## src/sv/date_add_days_unit_macros.svh

```systemverilog
// assertion macros shared by the date add days unit
`ifndef DATE_ADD_DAYS_UNIT_MACROS_SVH
`define DATE_ADD_DAYS_UNIT_MACROS_SVH
`ifndef SYNTHESIS
`define DAU_ASSERT_IMP(lbl, clk, rstn, ante, cons) \
  lbl: assert property (@(posedge clk) disable iff (!rstn) (ante) |-> (cons)) \
    else $error("date add days unit: assertion failed");
`define DAU_ASSERT_NXT(lbl, clk, rstn, ante, cons) \
  lbl: assert property (@(posedge clk) disable iff (!rstn) (ante) |=> (cons)) \
    else $error("date add days unit: assertion failed");
`else
`define DAU_ASSERT_IMP(lbl, clk, rstn, ante, cons)
`define DAU_ASSERT_NXT(lbl, clk, rstn, ante, cons)
`endif
`endif

```

## src/sv/dau_pkg.sv

```systemverilog
// types, constants, microcode rom and calendar helpers of the date add days unit
package dau_pkg;

  localparam int unsigned DayInW     = 6;
  localparam int unsigned MonthW     = 4;
  localparam int unsigned YearW      = 16;
  localparam int unsigned AddW       = 16;
  localparam int unsigned DayOutW    = 5;
  localparam int unsigned DaySumW    = AddW + 1;
  localparam int unsigned LenW       = 5;
  localparam int unsigned RemW       = 7;
  localparam int unsigned RecipW     = 13;
  localparam int unsigned ProdW      = YearW + RecipW;
  localparam int unsigned RecipShift = 19;
  localparam int unsigned QuotW      = ProdW - RecipShift;
  localparam int unsigned DivCntW    = 1;
  localparam int unsigned UpcW       = 3;

  localparam logic [MonthW-1:0] MonthJan = 4'd1;
  localparam logic [MonthW-1:0] MonthFeb = 4'd2;
  localparam logic [MonthW-1:0] MonthApr = 4'd4;
  localparam logic [MonthW-1:0] MonthJun = 4'd6;
  localparam logic [MonthW-1:0] MonthSep = 4'd9;
  localparam logic [MonthW-1:0] MonthNov = 4'd11;
  localparam logic [MonthW-1:0] MonthDec = 4'd12;

  localparam logic [LenW-1:0] LenLong  = 5'd31;
  localparam logic [LenW-1:0] LenShort = 5'd30;
  localparam logic [LenW-1:0] LenFeb   = 5'd28;
  localparam logic [LenW-1:0] LenFebLp = 5'd29;

  localparam logic [RemW:0]      CenturyDiv = 8'd100;
  localparam logic [RemW-1:0]    RemLast    = 7'd99;
  // ceil(2^19 / 100), exact quotient for every year up to 43690
  localparam logic [RecipW-1:0]  RecipCent  = 13'd5243;
  localparam logic [DivCntW-1:0] DivLast    = 1'b1;

  typedef enum logic [2:0] {
    OP_LOAD,
    OP_DIV,
    OP_CHECK,
    OP_WALK,
    OP_EMIT
  } op_e;

  typedef enum logic [2:0] {
    COND_IN_VALID,
    COND_DIV_LAST,
    COND_DATE_OK,
    COND_DAY_FITS,
    COND_OUT_FREE
  } cond_e;

  typedef logic [UpcW-1:0] upc_t;

  localparam upc_t UpcIdle  = 3'd0;
  localparam upc_t UpcDiv   = 3'd1;
  localparam upc_t UpcCheck = 3'd2;
  localparam upc_t UpcWalk  = 3'd3;
  localparam upc_t UpcEmit  = 3'd4;

  typedef struct packed {
    op_e   op;
    cond_e cond;
    upc_t  tgt_true;
    upc_t  tgt_false;
  } ucode_t;

  typedef struct packed {
    logic in_valid;
    logic div_last;
    logic date_ok;
    logic day_fits;
    logic out_free;
  } status_t;

  // control store: one word per step
  function automatic ucode_t ucode_rom(upc_t upc);
    ucode_t w;
    unique case (upc)
      UpcIdle:  w = '{op: OP_LOAD,  cond: COND_IN_VALID, tgt_true: UpcDiv,   tgt_false: UpcIdle};
      UpcDiv:   w = '{op: OP_DIV,   cond: COND_DIV_LAST, tgt_true: UpcCheck, tgt_false: UpcDiv};
      UpcCheck: w = '{op: OP_CHECK, cond: COND_DATE_OK,  tgt_true: UpcWalk,  tgt_false: UpcEmit};
      UpcWalk:  w = '{op: OP_WALK,  cond: COND_DAY_FITS, tgt_true: UpcEmit,  tgt_false: UpcWalk};
      UpcEmit:  w = '{op: OP_EMIT,  cond: COND_OUT_FREE, tgt_true: UpcIdle,  tgt_false: UpcEmit};
      default:  w = '{op: OP_LOAD,  cond: COND_IN_VALID, tgt_true: UpcDiv,   tgt_false: UpcIdle};
    endcase
    return w;
  endfunction

  function automatic logic [LenW-1:0] month_len(logic [MonthW-1:0] month, logic leap);
    logic [LenW-1:0] len;
    unique case (month)
      MonthFeb:                               len = leap ? LenFebLp : LenFeb;
      MonthApr, MonthJun, MonthSep, MonthNov: len = LenShort;
      default:                                len = LenLong;
    endcase
    return len;
  endfunction

endpackage

```

## src/sv/dau_in_if.sv

```systemverilog
// input channel of the date add days unit: start date and day count
interface dau_in_if;
  logic                             valid;
  logic                             ready;
  logic        [dau_pkg::DayInW-1:0] day_in;
  logic        [dau_pkg::MonthW-1:0] month_in;
  logic signed [dau_pkg::YearW-1:0]  year_in;
  logic        [dau_pkg::AddW-1:0]   days_to_add;

  modport source (output valid, day_in, month_in, year_in, days_to_add, input ready);
  modport sink   (input valid, day_in, month_in, year_in, days_to_add, output ready);
endinterface

```

## src/sv/dau_out_if.sv

```systemverilog
// output channel of the date add days unit: resulting date and valid flag
interface dau_out_if;
  logic                              valid;
  logic                              ready;
  logic                              date_valid;
  logic [dau_pkg::DayOutW-1:0]       day_out;
  logic [dau_pkg::MonthW-1:0]        month_out;
  logic [dau_pkg::YearW-1:0]         year_out;

  modport source (output valid, date_valid, day_out, month_out, year_out, input ready);
  modport sink   (input valid, date_valid, day_out, month_out, year_out, output ready);
endinterface

```

## src/sv/dau_useq.sv

```systemverilog
// microcode sequencer: step counter, control store and conditional jumps
`include "date_add_days_unit_macros.svh"

module dau_useq (
  input  logic              clk_i,
  input  logic              rst_ni,
  input  dau_pkg::status_t  status_i,
  output dau_pkg::op_e      op_o
);

  dau_pkg::upc_t   upc_q, upc_d;
  dau_pkg::ucode_t word;
  logic            cond_hit;

  assign word = dau_pkg::ucode_rom(upc_q);
  assign op_o = word.op;

  always_comb begin
    unique case (word.cond)
      dau_pkg::COND_IN_VALID: cond_hit = status_i.in_valid;
      dau_pkg::COND_DIV_LAST: cond_hit = status_i.div_last;
      dau_pkg::COND_DATE_OK:  cond_hit = status_i.date_ok;
      dau_pkg::COND_DAY_FITS: cond_hit = status_i.day_fits;
      dau_pkg::COND_OUT_FREE: cond_hit = status_i.out_free;
      default:                cond_hit = 1'b0;
    endcase
    upc_d = cond_hit ? word.tgt_true : word.tgt_false;
  end

  always_ff @(posedge clk_i or negedge rst_ni) begin
    if (!rst_ni) begin
      upc_q <= dau_pkg::UpcIdle;
    end else begin
      upc_q <= upc_d;
    end
  end

  `DAU_ASSERT_NXT(a_accept_starts_div, clk_i, rst_ni, upc_q == dau_pkg::UpcIdle && status_i.in_valid, upc_q == dau_pkg::UpcDiv)
  `DAU_ASSERT_NXT(a_div_runs_on, clk_i, rst_ni, upc_q == dau_pkg::UpcDiv && !status_i.div_last, upc_q == dau_pkg::UpcDiv)
  `DAU_ASSERT_IMP(a_upc_in_program, clk_i, rst_ni, 1'b1, upc_q <= dau_pkg::UpcEmit)

endmodule

```

## src/sv/dau_dp.sv

```systemverilog
// datapath: date registers, year / 100 by reciprocal, month walk and output register
`include "date_add_days_unit_macros.svh"

module dau_dp (
  input  logic              clk_i,
  input  logic              rst_ni,
  input  dau_pkg::op_e      op_i,
  output dau_pkg::status_t  status_o,
  dau_in_if.sink            in_i,
  dau_out_if.source         out_o
);

  logic [dau_pkg::DayInW-1:0]  d_q, d_d;
  logic [dau_pkg::DaySumW-1:0] day_q, day_d;
  logic [dau_pkg::MonthW-1:0]  month_q, month_d;
  logic [dau_pkg::YearW-1:0]   year_q, year_d;
  logic [dau_pkg::RemW-1:0]    rem_q, rem_d;
  logic [dau_pkg::QuotW-1:0]   quot_q, quot_d;
  logic [dau_pkg::DivCntW-1:0] cnt_q, cnt_d;
  logic                        ok_q, ok_d;

  logic                        out_valid_q, out_valid_d;
  logic                        out_ok_q;
  logic [dau_pkg::DayOutW-1:0] out_day_q;
  logic [dau_pkg::MonthW-1:0]  out_month_q;
  logic [dau_pkg::YearW-1:0]   out_year_q;

  logic                        leap;
  logic [dau_pkg::LenW-1:0]    len;
  logic [dau_pkg::ProdW-1:0]   prod;
  logic [dau_pkg::YearW-1:0]   cent;
  logic                        date_ok;
  logic                        day_fits;
  logic                        in_fire;
  logic                        out_free;
  logic                        out_load;

  // year mod 100 and (year / 100) mod 4 decide the leap rule
  assign leap  = (rem_q == '0) ? (quot_q[1:0] == 2'b00) : (rem_q[1:0] == 2'b00);
  assign len   = dau_pkg::month_len(month_q, leap);
  assign prod  = dau_pkg::ProdW'(year_q) * dau_pkg::ProdW'(dau_pkg::RecipCent);
  assign cent  = dau_pkg::YearW'(quot_q) * dau_pkg::YearW'(dau_pkg::CenturyDiv);

  assign date_ok  = !year_q[dau_pkg::YearW-1]
                  && (month_q >= dau_pkg::MonthJan) && (month_q <= dau_pkg::MonthDec)
                  && (d_q != '0) && (d_q <= dau_pkg::DayInW'(len));
  assign day_fits = (day_q <= dau_pkg::DaySumW'(len));

  assign in_i.ready = (op_i == dau_pkg::OP_LOAD);
  assign in_fire    = in_i.valid && in_i.ready;
  assign out_free   = !out_valid_q || out_o.ready;
  assign out_load   = (op_i == dau_pkg::OP_EMIT) && out_free;

  assign status_o = '{in_valid: in_i.valid, div_last: (cnt_q == dau_pkg::DivLast),
                      date_ok: date_ok, day_fits: day_fits, out_free: out_free};

  always_comb begin
    d_d      = d_q;
    day_d    = day_q;
    month_d  = month_q;
    year_d   = year_q;
    rem_d    = rem_q;
    quot_d   = quot_q;
    cnt_d    = cnt_q;
    ok_d     = ok_q;
    unique case (op_i)
      dau_pkg::OP_LOAD: begin
        if (in_fire) begin
          d_d      = in_i.day_in;
          day_d    = dau_pkg::DaySumW'(in_i.day_in) + dau_pkg::DaySumW'(in_i.days_to_add);
          month_d  = in_i.month_in;
          year_d   = $unsigned(in_i.year_in);
          rem_d    = '0;
          quot_d   = '0;
          cnt_d    = '0;
        end
      end
      dau_pkg::OP_DIV: begin
        // first step: quotient by reciprocal multiply, second step: remainder
        quot_d = prod[dau_pkg::ProdW-1:dau_pkg::RecipShift];
        rem_d  = dau_pkg::RemW'(year_q - cent);
        cnt_d  = cnt_q + 1'b1;
      end
      dau_pkg::OP_CHECK: begin
        ok_d = date_ok;
      end
      dau_pkg::OP_WALK: begin
        if (!day_fits) begin
          day_d = day_q - dau_pkg::DaySumW'(len);
          if (month_q == dau_pkg::MonthDec) begin
            month_d = dau_pkg::MonthJan;
            year_d  = year_q + 1'b1;
            if (rem_q == dau_pkg::RemLast) begin
              rem_d  = '0;
              quot_d = quot_q + 1'b1;
            end else begin
              rem_d = rem_q + 1'b1;
            end
          end else begin
            month_d = month_q + 1'b1;
          end
        end
      end
      default: begin
      end
    endcase
  end

  always_ff @(posedge clk_i) begin
    d_q      <= d_d;
    day_q    <= day_d;
    month_q  <= month_d;
    year_q   <= year_d;
    rem_q    <= rem_d;
    quot_q   <= quot_d;
    cnt_q    <= cnt_d;
    ok_q     <= ok_d;
  end

  always_comb begin
    out_valid_d = out_valid_q;
    if (out_load) begin
      out_valid_d = 1'b1;
    end else if (out_o.ready) begin
      out_valid_d = 1'b0;
    end
  end

  always_ff @(posedge clk_i or negedge rst_ni) begin
    if (!rst_ni) begin
      out_valid_q <= 1'b0;
    end else begin
      out_valid_q <= out_valid_d;
    end
  end

  always_ff @(posedge clk_i) begin
    if (out_load) begin
      out_ok_q    <= ok_q;
      out_day_q   <= ok_q ? day_q[dau_pkg::DayOutW-1:0] : '0;
      out_month_q <= ok_q ? month_q : '0;
      out_year_q  <= ok_q ? year_q : '0;
    end
  end

  assign out_o.valid      = out_valid_q;
  assign out_o.date_valid = out_ok_q;
  assign out_o.day_out    = out_day_q;
  assign out_o.month_out  = out_month_q;
  assign out_o.year_out   = out_year_q;

  `DAU_ASSERT_IMP(a_rem_in_range, clk_i, rst_ni, op_i == dau_pkg::OP_WALK, rem_q <= dau_pkg::RemLast)
  `DAU_ASSERT_NXT(a_walk_shrinks_day, clk_i, rst_ni, op_i == dau_pkg::OP_WALK && !day_fits, day_q < $past(day_q))
  `DAU_ASSERT_IMP(a_invalid_gives_zero, clk_i, rst_ni, out_valid_q && !out_ok_q, out_day_q == '0 && out_month_q == '0 && out_year_q == '0)

endmodule

```

## src/sv/date_add_days_unit.sv

```systemverilog
// top level of the date add days unit: sequencer plus datapath
// a valid date goes through load, the divide steps, the date check, the month walk until
// the day fits (up to about 2160 months crossed for the largest day count) and the emit step;
// an invalid date skips the walk; one item at a time, the next is taken after its emit step
// a new input beat is taken while a finished result still waits in the output register
// reset: asynchronous active low, clears the step counter and the output valid flag
module date_add_days_unit (
  input  logic       clk_i,
  input  logic       rst_ni,
  dau_in_if.sink     in_i,
  dau_out_if.source  out_o
);

  // condition flags from the datapath to the sequencer
  dau_pkg::status_t status;
  // datapath operation selected by the current control word
  dau_pkg::op_e     op;

  // program: load, 2 divide steps (reciprocal multiply for year / 100, then the
  // remainder), date check, month walk until the day fits (skipped for an invalid
  // date), then hand the result to the output register
  dau_useq u_useq (
    .clk_i    (clk_i),
    .rst_ni   (rst_ni),
    .status_i (status),
    .op_o     (op)
  );

  // datapath owns the input ready (only in the load step) and the output beat
  dau_dp u_dp (
    .clk_i    (clk_i),
    .rst_ni   (rst_ni),
    .op_i     (op),
    .status_o (status),
    .in_i     (in_i),
    .out_o    (out_o)
  );

endmodule

```

## src/flat_wrapper.sv

```systemverilog
// flat-port wrapper written by rule: the top's interface ports become plain ports
module date_add_days_unit_flat 
  (clk_i, rst_ni, in_i_valid, in_i_day_in, in_i_month_in, in_i_year_in, in_i_days_to_add, in_i_ready, out_o_valid, out_o_date_valid, out_o_day_out, out_o_month_out, out_o_year_out, out_o_ready);
  dau_in_if in_i_i ();
  dau_out_if out_o_i ();
  input  logic clk_i;
  input  logic rst_ni;
  input wire logic [$bits(in_i_i.valid)-1:0] in_i_valid;
  input wire logic [$bits(in_i_i.day_in)-1:0] in_i_day_in;
  input wire logic [$bits(in_i_i.month_in)-1:0] in_i_month_in;
  input wire logic [$bits(in_i_i.year_in)-1:0] in_i_year_in;
  input wire logic [$bits(in_i_i.days_to_add)-1:0] in_i_days_to_add;
  output wire logic [$bits(in_i_i.ready)-1:0] in_i_ready;
  output wire logic [$bits(out_o_i.valid)-1:0] out_o_valid;
  output wire logic [$bits(out_o_i.date_valid)-1:0] out_o_date_valid;
  output wire logic [$bits(out_o_i.day_out)-1:0] out_o_day_out;
  output wire logic [$bits(out_o_i.month_out)-1:0] out_o_month_out;
  output wire logic [$bits(out_o_i.year_out)-1:0] out_o_year_out;
  input wire logic [$bits(out_o_i.ready)-1:0] out_o_ready;
  assign in_i_i.valid = in_i_valid;
  assign in_i_i.day_in = in_i_day_in;
  assign in_i_i.month_in = in_i_month_in;
  assign in_i_i.year_in = in_i_year_in;
  assign in_i_i.days_to_add = in_i_days_to_add;
  assign in_i_ready = in_i_i.ready;
  assign out_o_valid = out_o_i.valid;
  assign out_o_date_valid = out_o_i.date_valid;
  assign out_o_day_out = out_o_i.day_out;
  assign out_o_month_out = out_o_i.month_out;
  assign out_o_year_out = out_o_i.year_out;
  assign out_o_i.ready = out_o_ready;
  date_add_days_unit u_core (.clk_i(clk_i), .rst_ni(rst_ni), .in_i(in_i_i), .out_o(out_o_i));
endmodule
```

## config.mk

```make
export PLATFORM = sky130hd
export DESIGN_NAME = date_add_days_unit_flat
export DESIGN_NICKNAME = d
export VERILOG_FILES = /design/src/sv/dau_pkg.sv /design/src/sv/dau_in_if.sv /design/src/sv/dau_out_if.sv /design/src/sv/dau_useq.sv /design/src/sv/dau_dp.sv /design/src/sv/date_add_days_unit.sv /design/src/flat_wrapper.sv
export VERILOG_INCLUDE_DIRS = /design/src /design/src/sv
export SDC_FILE = /design/constraint.sdc
export NUM_CORES = 1
export LEC_CHECK = 0
export ABC_AREA = 0
export BUFFER_PORTS_ARGS = -buffer_cell sky130_fd_sc_hd__clkbuf_2
export CAP_MARGIN = 20
export CORE_ASPECT_RATIO = 0.8
export CORE_UTILIZATION = 40
export DETAILED_ROUTE_END_ITERATION = 16
export SYNTH_ARGS = -nofsm -noshare
export SYNTH_HDL_FRONTEND = slang
export SYNTH_SLANG_ARGS = --single-unit
```

## constraint.sdc

```tcl
create_clock -name clk_i -period 6.7 [get_ports clk_i]
set_input_delay 2.01 -clock clk_i [delete_from_list [all_inputs] [get_ports clk_i]]
set_output_delay 2.01 -clock clk_i [all_outputs]
set_load 0.05 [all_outputs]
```

; After elaboration in Yosys (flattened, before gate mapping)
; Cells that the tools add are included.
[classes]
n_eq_ne = 23
mul = 2
n_mux = 31
order_cmp = 4
reduce_logical = 26
add_sub_neg = 8
[ops]
columns = op, count
row1 = 2-to-1 mux 16 bit, 3
row2 = one-hot mux 12 bit (4 select lines), 1
row3 = 2-to-1 mux 10 bit, 4
row4 = 2-to-1 mux 17 bit, 2
row5 = one-hot mux 17 bit (2 select lines), 1
row6 = one-hot mux 16 bit (2 select lines), 1
row7 = one-hot mux 10 bit (3 select lines), 1
row8 = multiplier 16 x 13 -> 29 bit (second input constant), 1
row9 = 2-to-1 mux 7 bit, 4
row10 = one-hot mux 7 bit (3 select lines), 1
row11 = equality test 3 x 2 -> 1 bit (second input constant), 6
row12 = adder 6 x 16 -> 17 bit, 1
row13 = less-or-equal comparator 17 x 5 -> 1 bit, 1
row14 = subtractor 17 x 5 -> 17 bit, 1
row15 = adder 16 x 1 -> 16 bit (second input constant), 1
row16 = equality test 4 bit (second input constant), 3
row17 = 2-to-1 mux 4 bit, 3
row18 = adder 10 x 1 -> 10 bit (second input constant), 1
row19 = multiplier 10 x 5 -> 5 bit (second input constant), 1
row20 = equality test 3 x 1 -> 1 bit (second input constant), 3
row21 = equality test 3 bit (second input constant), 3
row22 = equality test 4 x 3 -> 1 bit (second input constant), 2
row23 = one-hot mux 4 bit (2 select lines), 1
row24 = AND reduction 4 bit, 2
row25 = 29 further kinds, 46
[word_totals]
inputBits = 46
elab_cells = 108
register_bits = 92

; Longest topological paths before layout
[logic_depth]
ltp_word = 8
mapped_depth = 16

; Modules after synthesis
; Synthesis repeated with hierarchy kept, for this count alone.
[unflattened]
cells_unflattened = 844
area_unflattened_um2 = 8689.6
[modules_own_cells]
columns = module, area_each_um2, seq_area_each_um2, cells_each, n_inst
row1 = dau_dp, 8488.1, 2517.4, 824, 1
row2 = dau_useq, 201.4, 75.1, 20, 1

; Worst setup path after synthesis
; Ideal clock, no wire load.
[synth_timing]
path_type = reg2reg
start = reg u_core.u_dp.rem_q[3] (netlist bit)
end = reg u_core.u_dp.year_q[0] (netlist bit), enable pin
path_stages_with_launch = 10
n_path_buf = 0
required_ns = 6.310
setup_ns = 0.390
setup_slack_ns = 1.642
arrival_ns = 4.667
period_less_slack_ns = 5.058
cell_sequence = edfxtp_1 > or3_1 > o41ai_1 > a21oi_1 > ha_1 > nor2b_1 > o2111ai_2 > o2111ai_1 > a21boi_0 > nor2b_1
[synth_via]
elab_chain_len = 7
[synth_lines]
columns = element, line_no
row1 = "start, declared", dau_dp.sv:17  ; logic [dau_pkg::RemW-1:0] rem_q, rem_d;
row2 = "start signal, assigned", dau_dp.sv:114  ; rem_q <= rem_d;
row3 = logical NOT 7 bit, dau_dp.sv:39  ; assign leap = (rem_q == '0) ? (quot_q[1:0] == 2'b00) : (rem_q[1:0] == 2'b00);
row4 = 2-to-1 mux 1 bit, dau_dp.sv:39
row5 = 2-to-1 mux 1 bit, dau_pkg.sv:94  ; MonthFeb: len = leap ? LenFebLp : LenFeb;
row6 = one-hot mux 2 bit (2 select lines), dau_pkg.sv:93  ; unique case (month)
row7 = less-or-equal comparator 17 x 5 -> 1 bit, dau_dp.sv:47  ; assign day_fits = (day_q <= dau_pkg::DaySumW'(len));
row8 = != test 2 bit (no line), -
row9 = AND reduction 4 bit (no line), -
row10 = "end signal, assigned", dau_dp.sv:113  ; year_q <= year_d;
row11 = "end, declared", dau_dp.sv:16  ; logic [dau_pkg::YearW-1:0] year_q, year_d;
; No other way between the ends.
; A chain may end at the register's enable or synchronous reset.

; Worst setup path in the final report
[layout_timing]
start = reg u_core.u_dp.year_q[5] (netlist bit)
end = reg u_core.u_dp.quot_q[1] (netlist bit), data pin
[layout_via]
elab_chain_len = 2
[layout_lines]
columns = element, line_no
row1 = multiplier 16 x 13 -> 29 bit, dau_dp.sv:41  ; assign prod = dau_pkg::ProdW'(year_q) * dau_pkg::ProdW'(dau_pkg::RecipCent);
row2 = one-hot mux 10 bit (3 select lines), dau_dp.sv:66  ; unique case (op_i)
row3 = net u_core.u_dp.quot_d (one bit), dau_dp.sv:18  ; logic [dau_pkg::QuotW-1:0] quot_q, quot_d;
row4 = "end signal, assigned", dau_dp.sv:115  ; quot_q <= quot_d;
row5 = "end, declared", dau_dp.sv:18
; The timed path passes the listed nets, and every way through them passes these cells.

==> flow_summary.toml <==
[worst_hold_path]
hold_class = "flip-flop to flip-flop"
hp-start = "u_core.u_dp.cnt_q$_SDFFCE_PN0P_"

[synthesis]
synth_cell_types = 58
yosys.area.top_type = "edfxtp_1"
yosysMostFrequentCell = "inv_1"
synthCells = 862
synthFlopType = "edfxtp_1"
syn-num-nets = 1105
synth_top_cell_area_share = 0.285
yosys_warnings = 0
synth_edf_count = 83
seq_area_frac_synth = 0.297
synthArstFlopShare = 0.0460
avgSynthCellArea_um2 = 10.1
synth_area_leaders = "edfxtp_1 29%, fa_1 18%, ha_1 17%"
synth_common_cells = "168 x inv_1, 120 x ha_1, 83 x edfxtp_1"
yosys_register_bits = 87
syn-cell-area_um2 = 8740

[floorplanning]
top_level_ports = 74
die_x_um = 167
die_area_um2 = 22400
start_util = 0.415
die_y_um = 134
core_um2 = 21100
num_rows = 47

[setup_path]
cp_slowest_stage_delay_ns = 0.63
r2r-start = "u_core.u_dp.year_q[5]$_DFFE_PP_"
end_kind = "flip-flop"
crit_required_ns = 6.81
crit_slowest_cell = "edfxtp_1"
arrival_ns = 5.39
path_cells = "inv_1 -> fa_1 -> inv_1 -> ha_1 -> fa_1 -> fa_1 -> inv_1 -> fa_1 -> inv_1 -> ha_1 -> a21oi_1 -> o21ai_1 -> a2111oi_2 -> a21oi_1 -> or3_1 -> a32o_1"
worst-path-max-fanout = 9
path_class = "flip-flop to flip-flop"
startpoint = "u_core.u_dp.year_q[5]$_DFFE_PP_"
critPathLaunchType = "flip-flop"

[detailed_routing]
dr.pass1.iters = 5
drt_iter0_drc = 370
drt.antenna.violating_nets = 0
route.detailed.drc = 0
route.vias.total = 6131
post_drt_wl_per_cell_um = 16.2
drt-vias-per-instance = 5.08
wirelength_mm = 19.6

[final_layout]
antenna_cells = 0
syn_to_final_growth_pct = 10.8
final_nets = 1176
drive_gt1_frac = 0.111
instances_no_fill = 1207
multiInputGateArea_um2 = 5450
register_area_um2 = 2590
fin_area_um2 = 9690
n_fill_cell = 2005

[grt]
grt_usage = 0.190
grt_pass1_vias = 5986
grt_max_degree = 54
gr-total-overflow = 0
antenna_found_initial = 0
grt_pass1_wl_mm = 32.7

[place]
portBuffers = 73
place_congestion = 0.878
place_hpwl_mm = 15.7
dpl_cell_area_um2 = 9410
dp_cells = 1191

[sta]
finalHoldViolCount = 0
maxSlewViolCount = 0
tightest_slew_ns = 0.813
relSlewSlack = 0.458
period_needed_ns = 5.28
finalSetupViolCount = 0
finalClockSkew_ns = 0.00890
fmax_ghz = 0.190
rsz0062_at_grt = "no"
finalSetupTns_ns = 0
final.period_utilization = 0.787

[clocking]
cts_resized = 0
clock_sinks = 87
clock_latency_ns = 0.36
hold_buffers = 0
cts_tree = "built"
cts_buffers = 9
clk_pin_slew_ns = 0.07
cts_max_level = 3
postCtsSetupBuffers = 0
cts_buffer_depth = 2
cts-root-buf = "clkbuf_16"

[flow_run]
drv_cap = 0

[run_status]
status = "complete, no violations"
==> critical path: cells and delay by family, from the launching register on <==
| kind | cells | cell delay (ns) |
|---|---|---|
| flops | 1 | 0.63 |
| compound gates | 5 | 1.10 |
| buf+inv | 4 | 0.36 |
| fa+ha+maj | 6 | 2.61 |
| simple gates | 1 | 0.31 |
==> placed cells by master (no fill, tap or decap), types with 3 or more instances in the layout <==
cell type	synthesis	layout
clkbuf_16	0	9
nor3_1	12	12
nand2_1	58	58
o211ai_1	4	4
inv_1	168	168
and2_1	29	29
dfrtp_1	4	4
a21o_1	7	7
xor2_1	23	23
nor2_1	38	38
buf_4	0	5
o21ai_0	39	39
fa_1	77	77
o22ai_1	5	5
or3_1	5	5
a211oi_1	8	8
nand2b_1	4	4
o21bai_1	3	3
nand3_1	17	17
ha_1	120	120
clkbuf_2	0	73
a21oi_1	26	26
mux2i_1	4	4
xnor2_1	39	39
nand4_1	11	11
nor2b_1	6	6
edfxtp_1	83	83
and3_1	10	10
==> kinds of logic (layout without fill, tap and decap cells) <==
| logic type | count (synthesis) | after routing | synth area share |
|---|---|---|---|
| xor gates and xnor gates | 62 | 62 | 0.0621 |
| adders and majority gates | 197 | 197 | 0.348 |
| and+or+nand+nor | 204 | 204 | 0.117 |
| DFF | 87 | 87 | 0.297 |
| AOI/OAI and AO/OA | 122 | 122 | 0.0909 |
| muxes | 4 | 4 | 0.00458 |
| buffers and inverters | 186 | 262 | 0.0802 |
==> metrics by stage <==
step | worst slack, ns | hold slack, ns | utilization
floorplan | 1.64 | 0.519 | -
global route | 1.06 | 0.579 | 0.460
CTS | 1.42 | 0.565 | 0.460
detailed placement | 1.44 | 0.552 | 0.447
global placement | 1.43 | 0.542 | 0.447
finish | 1.42 | 0.563 | 0.460
==> area by class of cell <==
class                      instances  area share
inverter                         168      0.0651
clock inverter                     6     0.00465
sequential                        87       0.268
timing repair buffer              78      0.0416
tap                              269      0.0347
clock buffer                      10      0.0236
multi-input combinational        589       0.563
==> flip-flops by register name (all words and copies together), names as in the netlist, 3 cells and up <==
name	flops
u_core.u_dp.out_o.month_out	4
u_core.u_dp.d_q	6
u_core.u_dp.rem_q	7
u_core.u_dp.out_o.day_out	5
u_core.u_dp.year_q	16
u_core.u_dp.out_o.year_out	16
u_core.u_useq.upc_q	3
u_core.u_dp.month_q	4
u_core.u_dp.day_q	17
u_core.u_dp.quot_q	5
==> final timing paths <==
check	to	slack, ns	cells past startpoint
max	u_core.u_dp.quot_q[1]$_DFFE_PP_	1.42	16
min	u_core.u_dp.cnt_q$_SDFFCE_PN0P_	0.56	1
max reg2reg	u_core.u_dp.quot_q[1]$_DFFE_PP_	1.42	16
min reg2reg	u_core.u_dp.cnt_q$_SDFFCE_PN0P_	0.56	1
max in group asynchronous	u_core.u_useq.upc_q[2]$_DFF_PN0_	5.10	1
min in group asynchronous	u_core.u_dp.out_o.valid$_DFFE_PN0P_	1.46	1
==> routing by layer <==
metal	vias up	GRT usage	wire, um
li1	3012	-	-
met1	2961	0.295	10500
met2	147	0.269	7950
met3	11	0.0369	1040
met4	0	0.0413	147
met5	-	0	0
Power is left out: the tool's default activity adds up to more than one toggle a clock period on the data nets, which glitch-free logic cannot reach.
